## config.mk

```make
export PLATFORM = sky130hd
export DESIGN_NAME = x86_64_instruction_length_decoder
export DESIGN_NICKNAME = d
export VERILOG_FILES = /design/src/sv/ild_pkg.sv /design/src/sv/ild_front.sv /design/src/sv/ild_queue.sv /design/src/sv/ild_back.sv /design/src/sv/x86_64_instruction_length_decoder.sv
export SDC_FILE = /design/constraint.sdc
export NUM_CORES = 1
export LEC_CHECK = 0
export BUFFER_PORTS_ARGS = -buffer_cell sky130_fd_sc_hd__buf_2
export CAP_MARGIN = 20
export CORE_ASPECT_RATIO = 1.4
export CORE_UTILIZATION = 50
export CTS_BUF_LIST = sky130_fd_sc_hd__clkbuf_4
export CTS_CLUSTER_SIZE = 28
export DETAILED_ROUTE_END_ITERATION = 10
export PLACE_DENSITY = 0.8
export SKIP_LAST_GASP = 1
export SLEW_MARGIN = 20
export SYNTH_ARGS = -nofsm -noshare
export SYNTH_HDL_FRONTEND = slang
export SYNTH_SLANG_ARGS = --single-unit
```

## constraint.sdc

```tcl
create_clock -name clk -period 5 [get_ports clk]
set_input_delay 0.25 -clock clk [delete_from_list [all_inputs] [get_ports clk]]
set_output_delay 0.25 -clock clk [all_outputs]
set_load 0.02 [all_outputs]
```

## src/sv/ild_pkg.sv

```systemverilog
// Shared types and constants for the x86-64 instruction length decoder.
// No dependencies; used by ild_front, ild_queue, ild_back, the top level and the checker.
`timescale 1ns / 1ps
`default_nettype none

package ild_pkg;

  // Bytes in one instruction window.
  localparam int WINDOW_BYTES = 16;
  // Longest length that is reported; anything above it reads as not recognized.
  localparam int LEN_LIMIT = (WINDOW_BYTES < 15) ? WINDOW_BYTES : 15;

  // Prefix and opcode bytes that the classifier looks for.
  localparam logic [7:0] OPSIZE_PREFIX = 8'h66;
  localparam logic [3:0] REX_HIGH      = 4'h4;
  localparam logic [7:0] ESCAPE_0F     = 8'h0F;
  localparam logic [7:0] NOP_1F        = 8'h1F;

  // How the back end finishes the length of an instruction.
  typedef enum logic [1:0] {
    KIND_FIXED,  // length is the base alone
    KIND_MODRM,  // base plus the bytes taken by ModRM and its addressing extras
    KIND_BAD     // not in the supported subset
  } kind_t;

  // Classification handed from the front end to the back end.
  typedef struct packed {
    kind_t       kind;
    logic [3:0]  base;      // prefixes, opcode and immediate bytes
    logic [7:0]  modrm;     // ModRM byte, meaningful for KIND_MODRM
    logic [2:0]  sib_base;  // base field of the byte after ModRM
  } cls_t;

endpackage

`default_nettype wire

```

## src/sv/ild_front.sv

```systemverilog
// Front end of the instruction length decoder: takes a window, finds the prefixes and
// opcode, and registers a classification. Depends on ild_pkg.
`timescale 1ns / 1ps
`default_nettype none

module ild_front (
  input  wire logic          clk,
  input  wire logic          rst,
  input  wire logic          s_axis_tvalid,
  output logic               s_axis_tready,
  input  wire logic [127:0]  s_axis_tdata,   // [63:0] bytes_low, [127:64] bytes_high
  output logic               cls_valid,
  input  wire logic          cls_ready,
  output ild_pkg::cls_t      cls
);

  // Only the first six bytes can bear on the length: two prefixes, the opcode, the
  // second opcode byte, ModRM and SIB.
  logic [7:0]     win [6];
  logic           opsize;
  logic [7:0]     first;
  logic           rex;
  logic           rexw;
  logic [1:0]     pos;
  logic [2:0]     idx0;
  logic [7:0]     op;
  logic [7:0]     nb1;
  logic [7:0]     nb2;
  logic [7:0]     nb3;
  logic [2:0]     reg_f;
  logic [3:0]     p4;
  logic [3:0]     immv;
  ild_pkg::cls_t  cls_next;

  always_comb begin
    for (int i = 0; i < 6; i++) begin
      win[i] = s_axis_tdata[8*i +: 8];
    end
  end

  assign opsize = (win[0] == ild_pkg::OPSIZE_PREFIX);
  assign first  = opsize ? win[1] : win[0];
  assign rex    = (first[7:4] == ild_pkg::REX_HIGH);
  assign rexw   = rex && first[3];
  assign pos    = {1'b0, opsize} + {1'b0, rex};
  assign idx0   = {1'b0, pos};
  assign op     = win[idx0];
  assign nb1    = win[idx0 + 3'd1];
  assign nb2    = win[idx0 + 3'd2];
  assign nb3    = win[idx0 + 3'd3];
  assign reg_f  = nb1[5:3];
  assign p4     = {2'b00, pos};
  assign immv   = (opsize && !rexw) ? 4'd2 : 4'd4;

  always_comb begin
    cls_next.kind     = ild_pkg::KIND_BAD;
    cls_next.base     = '0;
    cls_next.modrm    = nb1;
    cls_next.sib_base = nb2[2:0];
    priority if ((op >= 8'h50 && op <= 8'h5F) || op == 8'h90 || op == 8'hC3 ||
                 op == 8'hCC) begin
      cls_next.kind = ild_pkg::KIND_FIXED;
      cls_next.base = p4 + 4'd1;
    end else if ((op >= 8'hB0 && op <= 8'hB7) || op == 8'h3C || op == 8'h34 ||
                 op == 8'hA8 || op == 8'hEB || op == 8'h74 || op == 8'h75 ||
                 op == 8'h77 || op == 8'h7C) begin
      cls_next.kind = ild_pkg::KIND_FIXED;
      cls_next.base = p4 + 4'd2;
    end else if (op >= 8'hB8 && op <= 8'hBF) begin
      cls_next.kind = ild_pkg::KIND_FIXED;
      cls_next.base = p4 + 4'd1 + (rexw ? 4'd8 : immv);
    end else if (op == 8'h35 || op == 8'h3D || op == 8'hA9) begin
      cls_next.kind = ild_pkg::KIND_FIXED;
      cls_next.base = p4 + 4'd1 + immv;
    end else if (op == 8'hE8 || op == 8'hE9) begin
      cls_next.kind = ild_pkg::KIND_FIXED;
      cls_next.base = p4 + 4'd5;
    end else if (op == 8'hEA) begin
      cls_next.kind = ild_pkg::KIND_FIXED;
      cls_next.base = p4 + 4'd7;
    end else if ((op >= 8'h30 && op <= 8'h33) || op == 8'h39 || op == 8'h3B ||
                 op == 8'h84 || op == 8'h85 || (op >= 8'h88 && op <= 8'h8B)) begin
      cls_next.kind = ild_pkg::KIND_MODRM;
      cls_next.base = p4 + 4'd1;
    end else if (op == 8'h80 || op == 8'h83) begin
      if (reg_f == 3'd6 || reg_f == 3'd7) begin
        cls_next.kind = ild_pkg::KIND_MODRM;
        cls_next.base = p4 + 4'd2;
      end
    end else if (op == 8'h81) begin
      if (reg_f == 3'd6 || reg_f == 3'd7) begin
        cls_next.kind = ild_pkg::KIND_MODRM;
        cls_next.base = p4 + 4'd1 + immv;
      end
    end else if (op == 8'hC6) begin
      cls_next.kind = ild_pkg::KIND_MODRM;
      cls_next.base = p4 + 4'd2;
    end else if (op == 8'hC7) begin
      cls_next.kind = ild_pkg::KIND_MODRM;
      cls_next.base = p4 + 4'd1 + immv;
    end else if (op == 8'hF6) begin
      if (reg_f == 3'd0) begin
        cls_next.kind = ild_pkg::KIND_MODRM;
        cls_next.base = p4 + 4'd2;
      end
    end else if (op == 8'hF7) begin
      if (reg_f == 3'd0) begin
        cls_next.kind = ild_pkg::KIND_MODRM;
        cls_next.base = p4 + 4'd1 + immv;
      end
    end else if (op == ild_pkg::ESCAPE_0F) begin
      // Two-byte opcodes: the ModRM byte, where there is one, follows the second byte.
      if (nb1 == ild_pkg::NOP_1F || (nb1 >= 8'h90 && nb1 <= 8'h9F) ||
          nb1 == 8'hB6 || nb1 == 8'hBE || nb1 == 8'hC1) begin
        cls_next.kind     = ild_pkg::KIND_MODRM;
        cls_next.base     = p4 + 4'd2;
        cls_next.modrm    = nb2;
        cls_next.sib_base = nb3[2:0];
      end else if (nb1 >= 8'h80 && nb1 <= 8'h8F) begin
        cls_next.kind = ild_pkg::KIND_FIXED;
        cls_next.base = p4 + 4'd6;
      end else begin
        cls_next.kind = ild_pkg::KIND_FIXED;
        cls_next.base = p4 + 4'd2;
      end
    end else if (op == 8'hFF) begin
      if (reg_f == 3'd4 || reg_f == 3'd5) begin
        cls_next.kind = ild_pkg::KIND_MODRM;
        cls_next.base = p4 + 4'd1;
      end
    end else begin
      cls_next.kind = ild_pkg::KIND_BAD;
    end
  end

  assign s_axis_tready = !cls_valid || cls_ready;

  always_ff @(posedge clk) begin
    if (rst) begin
      cls_valid <= 1'b0;
    end else if (s_axis_tready) begin
      cls_valid <= s_axis_tvalid;
    end
    if (s_axis_tvalid && s_axis_tready) begin
      cls <= cls_next;
    end
  end

endmodule

`default_nettype wire

```

## src/sv/ild_queue.sv

```systemverilog
// Two-entry queue of classifications between the front end and the back end.
// Depends on ild_pkg.
`timescale 1ns / 1ps
`default_nettype none

module ild_queue (
  input  wire logic     clk,
  input  wire logic     rst,
  input  wire logic     in_valid,
  output logic          in_ready,
  input  ild_pkg::cls_t in_cls,
  output logic          out_valid,
  input  wire logic     out_ready,
  output ild_pkg::cls_t out_cls
);

  ild_pkg::cls_t mem [2];
  logic          wr_ptr;
  logic          rd_ptr;
  logic [1:0]    count;
  logic          push;
  logic          pop;

  assign in_ready  = (count != 2'd2);
  assign out_valid = (count != 2'd0);
  assign out_cls   = mem[rd_ptr];
  assign push      = in_valid && in_ready;
  assign pop       = out_valid && out_ready;

  always_ff @(posedge clk) begin
    if (rst) begin
      wr_ptr <= 1'b0;
      rd_ptr <= 1'b0;
      count  <= 2'd0;
    end else begin
      if (push) begin
        wr_ptr <= !wr_ptr;
      end
      if (pop) begin
        rd_ptr <= !rd_ptr;
      end
      count <= count + {1'b0, push} - {1'b0, pop};
    end
    if (push) begin
      mem[wr_ptr] <= in_cls;
    end
  end

endmodule

`default_nettype wire

```

## src/sv/ild_back.sv

```systemverilog
// Back end of the instruction length decoder: adds the ModRM addressing bytes to the
// base length, applies the length limit and registers the result. Depends on ild_pkg.
`timescale 1ns / 1ps
`default_nettype none

module ild_back (
  input  wire logic     clk,
  input  wire logic     rst,
  input  wire logic     cls_valid,
  output logic          cls_ready,
  input  ild_pkg::cls_t cls,
  output logic          m_axis_tvalid,
  input  wire logic     m_axis_tready,
  output logic [7:0]    m_axis_tdata,   // [3:0] insn_length, [7:4] zero
  output logic          m_axis_tuser    // [0] recognized
);

  logic [1:0] md;
  logic [2:0] rm;
  logic [2:0] mlen;
  logic [4:0] total;
  logic [3:0] len_next;

  assign md = cls.modrm[7:6];
  assign rm = cls.modrm[2:0];

  always_comb begin
    mlen = 3'd1;
    if (md != 2'd3) begin
      if (rm == 3'd4) begin
        mlen = (md == 2'd0 && cls.sib_base == 3'd5) ? 3'd6 : 3'd2;
      end else if (md == 2'd0 && rm == 3'd5) begin
        mlen = 3'd5;
      end
      if (md == 2'd1) begin
        mlen = mlen + 3'd1;
      end else if (md == 2'd2) begin
        mlen = mlen + 3'd4;
      end
    end
  end

  always_comb begin
    total = {1'b0, cls.base};
    if (cls.kind == ild_pkg::KIND_MODRM) begin
      total = {1'b0, cls.base} + {2'b00, mlen};
    end
    if (cls.kind == ild_pkg::KIND_BAD || total > 5'(ild_pkg::LEN_LIMIT)) begin
      len_next = 4'd0;
    end else begin
      len_next = total[3:0];
    end
  end

  assign cls_ready = !m_axis_tvalid || m_axis_tready;

  always_ff @(posedge clk) begin
    if (rst) begin
      m_axis_tvalid <= 1'b0;
    end else if (cls_ready) begin
      m_axis_tvalid <= cls_valid;
    end
    if (cls_valid && cls_ready) begin
      m_axis_tdata <= {4'b0000, len_next};
      m_axis_tuser <= (len_next != 4'd0);
    end
  end

endmodule

`default_nettype wire

```

## src/sv/x86_64_instruction_length_decoder.sv

```systemverilog
// Top level of the x86-64 instruction length decoder: front end, queue and back end.
// Depends on ild_pkg, ild_front, ild_queue and ild_back.
//
// Usage: each input transaction carries a 16-byte window that begins at an x86-64
// instruction (s_axis_tdata, byte 0 in bits 7:0). For every input transaction the
// block returns exactly one output transaction, in order, with the instruction length
// in m_axis_tdata[3:0] and the recognized flag in m_axis_tuser; an instruction outside
// the supported subset, or longer than 15 bytes, gives length 0 and flag 0.
// Only the first six bytes of the window can change the result.
// Each classification passes through the front register, the queue and the output
// register in that order, and m_axis_tvalid rises when the output register is
// loaded. One transaction is taken per cycle, sustained, while m_axis_tready stays
// high; every stage keeps its own valid state and nothing iterates.
// When the receiver holds m_axis_tready low, the output register keeps its value, the
// two-entry queue fills and the front register then holds, so up to four transactions
// are taken before s_axis_tready drops. Nothing is lost or repeated across a stall.
// Reset (rst, synchronous, active high) empties every stage; s_axis_tready is high in
// the first cycle after reset.
`timescale 1ns / 1ps
`default_nettype none

module x86_64_instruction_length_decoder (
  input  wire logic          clk,
  input  wire logic          rst,
  input  wire logic          s_axis_tvalid,
  output logic               s_axis_tready,
  input  wire logic [127:0]  s_axis_tdata,   // [63:0] bytes_low, [127:64] bytes_high
  output logic               m_axis_tvalid,
  input  wire logic          m_axis_tready,
  output logic [7:0]         m_axis_tdata,   // [3:0] insn_length, [7:4] zero
  output logic               m_axis_tuser    // [0] recognized
);

  // Front end to queue.
  logic          f_valid;
  logic          f_ready;
  ild_pkg::cls_t f_cls;
  // Queue to back end.
  logic          q_valid;
  logic          q_ready;
  ild_pkg::cls_t q_cls;

  ild_front u_front (
    .clk           (clk),
    .rst           (rst),
    .s_axis_tvalid (s_axis_tvalid),
    .s_axis_tready (s_axis_tready),
    .s_axis_tdata  (s_axis_tdata),
    .cls_valid     (f_valid),
    .cls_ready     (f_ready),
    .cls           (f_cls)
  );

  // The queue lets the front end keep taking windows for a while when the receiver
  // stalls, and lets the back end drain while no new window arrives.
  ild_queue u_queue (
    .clk       (clk),
    .rst       (rst),
    .in_valid  (f_valid),
    .in_ready  (f_ready),
    .in_cls    (f_cls),
    .out_valid (q_valid),
    .out_ready (q_ready),
    .out_cls   (q_cls)
  );

  ild_back u_back (
    .clk           (clk),
    .rst           (rst),
    .cls_valid     (q_valid),
    .cls_ready     (q_ready),
    .cls           (q_cls),
    .m_axis_tvalid (m_axis_tvalid),
    .m_axis_tready (m_axis_tready),
    .m_axis_tdata  (m_axis_tdata),
    .m_axis_tuser  (m_axis_tuser)
  );

endmodule

`default_nettype wire

```

==> results of run 1 <==
==> Yosys cell counts, types with 3 or more instances <==
master    count
edfxtp_1     47
nand2_1      37
nor2_1       31
a21oi_1      26
inv_1        26
mux2i_1      16
o21ai_0      16
mux4_2       15
nor2b_1      12
mux2_2       10
nand2b_1     10
clkbuf_1      8
ha_1          8
nor3_1        8
dfxtp_1       7
buf_2         6
buf_4         5
mux4_1        5
nand3_1       5
nor4_1        5
or2_2         5
and3_1        4
nand3b_1      4
a21o_1        3
a22oi_1       3
a31oi_1       3
and4_1        3
fa_1          3
nand4_1       3
nand4b_1      3
nor4bb_1      3
o21a_1        3
o221ai_1      3
or4_1         3
xnor2_1       3
xor2_1        3
==> routing by layer <==
layer / up-vias / wire length [um] / track usage, %
li1: 1688 / - / -
met1: 1712 / 3500 / 22.5
met2: 109 / 5470 / 45.2
met3: 26 / 245 / 2.57
met4: 0 / 342 / 11.6
met5: - / 0 / 0
==> path summary, 6_finish.rpt <==
kind / from / endpoint / slack (ns) / depth (start not counted)
hold / removal: rst / u_front.cls_valid / 0.12 / 2
setup / recovery: s_axis_tdata[7] / u_front.cls[12] / 0.71 / 13
hold reg to reg: u_front.cls[9] / u_queue.mem[0][9] / 0.46 / 0
setup reg to reg: flip-flop / u_back.m_axis_tuser / 1.07 / 16
==> layout make-up <==
cell class	instances	share of cell area [%]
clock buffers	5	0.782
repair buffers	87	11.0
well taps	102	2.66
flip-flops and latches	54	32.3
inverters	27	2.11
clock inverters	3	0.991
multi-input cells	305	50.1
==> flip-flops by register name, summed over array words and instances, names as in the netlist, named ones only <==
name / flops
u_back.m_axis_tdata: 4
u_back.m_axis_tuser: 1
u_back.m_axis_tvalid: 1
u_front.cls: 14
u_front.cls_valid: 1
u_queue.count: 2
u_queue.mem: 28
u_queue.rd_ptr: 1
u_queue.wr_ptr: 1
==> cells by family after synthesis <==
logic type / Yosys count / share of synthesized area, %
AND/OR/NAND/NOR: 152 / 20.3
AO/OA/AOI/OAI: 86 / 14.2
other: 1 / 0.0901
XOR/XNOR: 6 / 1.26
adder cells (fa/ha/maj): 11 / 3.85
flip-flops: 54 / 37.3
multiplexers: 46 / 17.8
buffers and inverters: 49 / 5.23
==> power breakdown <==
group	total (uW)	internal (uW)	switching (uW)
Combinational	462	201	260
Sequential	625	579	45.8
Clock	243	108	134
==> stage by stage <==
step / setup WS [ns] / hold slack, ns / utilization, % / power [uW] / area (sq um)
floorplan: 0.860 / 0.319 / - / 959 / 4170
global placement: 0.403 / 0.422 / 58.2 / 1070 / 4710
detailed placement: 0.349 / 0.432 / 58.2 / 1100 / 4710
CTS: 0.752 / 0.0972 / 59.2 / 1340 / 4800
global route: 0.543 / 0.0988 / 59.3 / 1410 / 4800
finish: 0.713 / 0.120 / 59.3 / 1330 / 4800
==> flow_metrics.tcl, run 1 <==
set metrics [dict create \
    clk_latency_ns 0.36 \
    drv.max_cap_violation_count 0 \
    die_x_um 79.1 \
    async_flop_share_pct 0 \
    synth-seq-area-share_pct 37.3 \
    cts_resized 0 \
    setup_viol_count_final 0 \
    grt.overflow.total 0 \
    n_fill_cell 724 \
    seq_area_sq_um 1550 \
    crit_path_max_fanout 12 \
    cts_setup_buffers 0 \
    crit_arrival_ns 4.50 \
    wire_per_inst_um 16.4 \
    ys.warnings.count 0 \
    path_clk_slew_ns 0.15 \
    path_class "input port to flip-flop" \
    yosys.area.top_type_share_pct 33.9 \
    area_growth_pct 15.3 \
    status "complete, no violations" \
    drc 0 \
    drive_gt1_share_pct 29.1 \
    ioPinCount 143 \
    clockBufferDepth 2 \
    fin_worst_skew_ns 0.00751 \
    fin_nets 623 \
    num_antenna_cells 0 \
    crit_path_start_kind "input port" \
    grt_pass1_wl_mm 15.2 \
    tritoncts "yes" \
    power.leakage_uw 0.00189 \
    via_count 3535 \
    slew_viol_final 0 \
    rsz0062_at_grt "false" \
    rows 39 \
    worst_pin_slew_ns 0.695 \
    hold_viol_final 0 \
    clkSinkCount 54 \
    cpMostUsedCell "or2_2" \
    crit_family "simple AND/OR/NAND/NOR gates" \
    final_common_cell "buf_2" \
    endpoint_kind "flip-flop" \
    hold_class "input port to flip-flop" \
    dr.pass1.iters 4 \
    ir_drop_uv 276 \
    ant_nets 0 \
    final_cells 583 \
    synth-seq-cells 54 \
    antenna_found_initial 0 \
    fin_setup_tns_ns 0 \
    mostFrequentLayoutCells "55 x buf_2, 47 x edfxtp_1, 37 x nand2_1" \
    h-tree-depth 2 \
    die_h_um 110 \
    postSynthCellCount 405 \
    grt_usage_pct 22.6 \
    synth.distinct_cells 75 \
    netlist_area_sq_um 4160 \
    syn-mean-instance-area_sq_um 10.3 \
    min_period_ns 4.29 \
    place_inst 575 \
    multi_input_area_sq_um 2410 \
    path_cells "buf_2, or3b_2, or2_2, ha_1, buf_4, mux4_1, or2_2, or4b_4, or2_4, a21oi_2, a211o_2, o21ai_2, a41oi_2" \
    crit_buf_inv 2 \
    die-area_sq_um 8700 \
    synth_ff_type "edfxtp_1" \
    drt_iter0_drc 173 \
    initial_core_util_pct 51.4 \
    fin_crit_sh_pct 85.7 \
    grt_pass1_vias 3421 \
    synth_edf_count 47 \
    grt_max_degree 19 \
    io_buffers 55 \
    hpwl_mm 7.88 \
    hold_buffers 0 \
    clockRootBuffer "clkbuf_4" \
    gp_congestion 0.877 \
    synth.largest_area_cell "edfxtp_1" \
    fmax_ghz 0.233 \
    yosys-top-cells-area "edfxtp_1 34%, mux4_2 8.1%, mux2i_1 3.8%" \
    drt-total-wl_mm 9.56 \
    numCtsBuffers 5 \
    routed_via_density 6.06 \
    power_density_nw_per_um2 277 \
    slowest_delay_ns 0.65 \
    slew_headroom_pct 53.6 \
    worstPathRequired_ns 5.22 \
    core-area_sq_um 8100 \
    crit_slowest_cell "mux4_1" \
]
No activity file was read; power rests on OpenSTA's default activity.
==> run 2, diff against run 1 <==
--- a/config.mk
+++ b/config.mk
@@ -5,7 +5,7 @@
 export SDC_FILE = /design/constraint.sdc
 export NUM_CORES = 1
 export LEC_CHECK = 0
-export BUFFER_PORTS_ARGS = -buffer_cell sky130_fd_sc_hd__buf_2
+export BUFFER_PORTS_ARGS = -buffer_cell sky130_fd_sc_hd__clkbuf_2
 export CAP_MARGIN = 20
 export CORE_ASPECT_RATIO = 1.4
 export CORE_UTILIZATION = 50
==> flow_metrics.tcl, run 2 (same netlist as run 1, synthesis figures left out) <==
set metrics [dict create \
    grt_pass1_vias 3460 \
    globalRouteMet1Util_pct 23.0 \
    die_h_um 110 \
    clkSinkCount 54 \
    ioPinCount 143 \
    fin_crit_sh_pct 85.3 \
    final_common_cell "clkbuf_2" \
    crit_arrival_ns 4.47 \
    seq_area_sq_um 1550 \
    drt-total-wl_mm 9.51 \
    clockBufferDepth 2 \
    status "complete, no violations" \
    worstPathRequired_ns 5.21 \
    drive_gt1_share_pct 29.3 \
    min_period_ns 4.26 \
    via_count 3487 \
    clockRootBuffer "clkbuf_4" \
    fmax_ghz 0.235 \
    endpoint_kind "flip-flop" \
    path_clk_slew_ns 0.15 \
    slew_viol_final 0 \
    rsz0062_at_grt "false" \
    num_antenna_cells 0 \
    grt_most_used_layer "met2" \
    n_fill_cell 698 \
    fin_setup_tns_ns 0 \
    grt_pass1_wl_mm 15.5 \
    grt.overflow.total 0 \
    top_regs "u_queue.mem (28), u_front.cls (14), u_back.m_axis_tdata (4)" \
    numCtsBuffers 5 \
    path_class "input port to flip-flop" \
    wire_per_inst_um 16.3 \
    fin_worst_skew_ns 0.0146 \
    grt_max_degree 23 \
    slew_headroom_pct 52.3 \
    dr.pass1.iters 4 \
    core-area_sq_um 8100 \
    hold_class "input port to flip-flop" \
    drv.max_cap_violation_count 0 \
    grt_usage_pct 23.0 \
    swShare_pct 34.3 \
    hold_viol_final 0 \
    cts_setup_buffers 0 \
    routed_via_density 5.97 \
    crit_path_start_kind "input port" \
    power.leakage_uw 0.00190 \
    place_inst 576 \
    power_frac_comb_pct 36.1 \
    cts_resized 0 \
    tritoncts "yes" \
    hold_buffers 0 \
    crit_path_max_fanout 11 \
    p_switching_uw 438 \
    worst_pin_slew_ns 0.715 \
    gp_congestion 0.881 \
    antenna_found_initial 0 \
    power_density_nw_per_um2 267 \
    rows 39 \
    final_util_pct 59.0 \
    internal_power_uw 838 \
    pwr-share-seq_pct 49.0 \
    clk_latency_ns 0.37 \
    io_buffers 55 \
    drt_iter0_drc 149 \
    die-area_sq_um 8700 \
    drc 0 \
    groute.layer.met2.usage_pct 46.1 \
    hold_path_depth 3 \
    regMostFlops "u_queue.mem" \
    power_frac_clock_pct 14.9 \
    hpwl_mm 7.87 \
    largest_reg_flops 28 \
    ir_drop_uv 226 \
    setup_viol_count_final 0 \
    final_cells 584 \
    r2r_cells 16 \
    fin_nets 624 \
    ant_nets 0 \
    initial_core_util_pct 51.4 \
    multi_input_area_sq_um 2410 \
    globalRouteMet3Util_pct 2.41 \
    die_x_um 79.1 \
    area_growth_pct 14.9 \
    mostFrequentLayoutCells "55 x clkbuf_2, 47 x edfxtp_1, 37 x nand2_1" \
    h-tree-depth 2 \
]
## run 2: cell count changes in the layout (fill, tap and decap cells not counted)
cell / change
clkinv_4: -1
buf_2: -55
buf_4: +1
inv_6: +1
bufinv_16: -1
clkbuf_2: +55
clkinv_2: +1
## run 2: worst paths after layout
check / from / slack (ns) / endpoint
hold reg to reg: u_front.cls[1] / 0.47 / u_queue.mem[0][1]
hold / removal: s_axis_tvalid / 0.11 / u_front.cls_valid
setup / recovery: s_axis_tdata[3] / 0.74 / u_front.cls[12]
setup reg to reg: flip-flop / 1.05 / u_back.m_axis_tuser
## run 2: metal layers
| layer | part of all wire, % | wire length (um) |
|---|---|---|
| met5 | 0 | 0 |
| met4 | 3.8 | 359 |
| met3 | 2.6 | 243 |
| met2 | 57 | 5430 |
| met1 | 37 | 3470 |
## run 2: worst max-delay path, cell delays in order
cell and delay, ns:
clkbuf_2 0.14, nor4bb_1 0.29, buf_4 0.18, nand2_1 0.07
or2_2 0.31, ha_1 0.63, mux4_2 0.68, or4b_4 0.59
or4b_4 0.57, or2_4 0.26, a21oi_2 0.13, a211o_2 0.11
o21ai_2 0.05, a41oi_2 0.19
## run 2: power by group through the flow
stage	clock, uW	combinational (uW)	sequential (uW)
2_1_floorplan	0	320	640
3_3_place_gp	0	435	632
3_5_place_dp	0	458	637
4_1_cts	196	461	626
5_1_grt	208	515	635
6_report	190	461	625
## run 2: area by class of cell
class                      count  share of cell area (%)
multi-input combinational    305                    50.3
inverter                      27                    2.12
clock buffer                   5                   0.785
sequential                    54                    32.4
clock inverter                 3                   0.471
timing repair buffer          88                    11.2
tap                          102                    2.67
## run 2: through the flow
stage / setup WS [ns] / hold slack, ns / total power (uW) / cell area, sq um
finish: 0.736 / 0.115 / 1280 / 4780
global route: 0.471 / 0.101 / 1360 / 4780
CTS: 0.753 / 0.104 / 1280 / 4780
detailed placement: 0.368 / 0.433 / 1100 / 4720
global placement: 0.422 / 0.423 / 1070 / 4720
floorplan: 0.860 / 0.319 / 959 / 4170
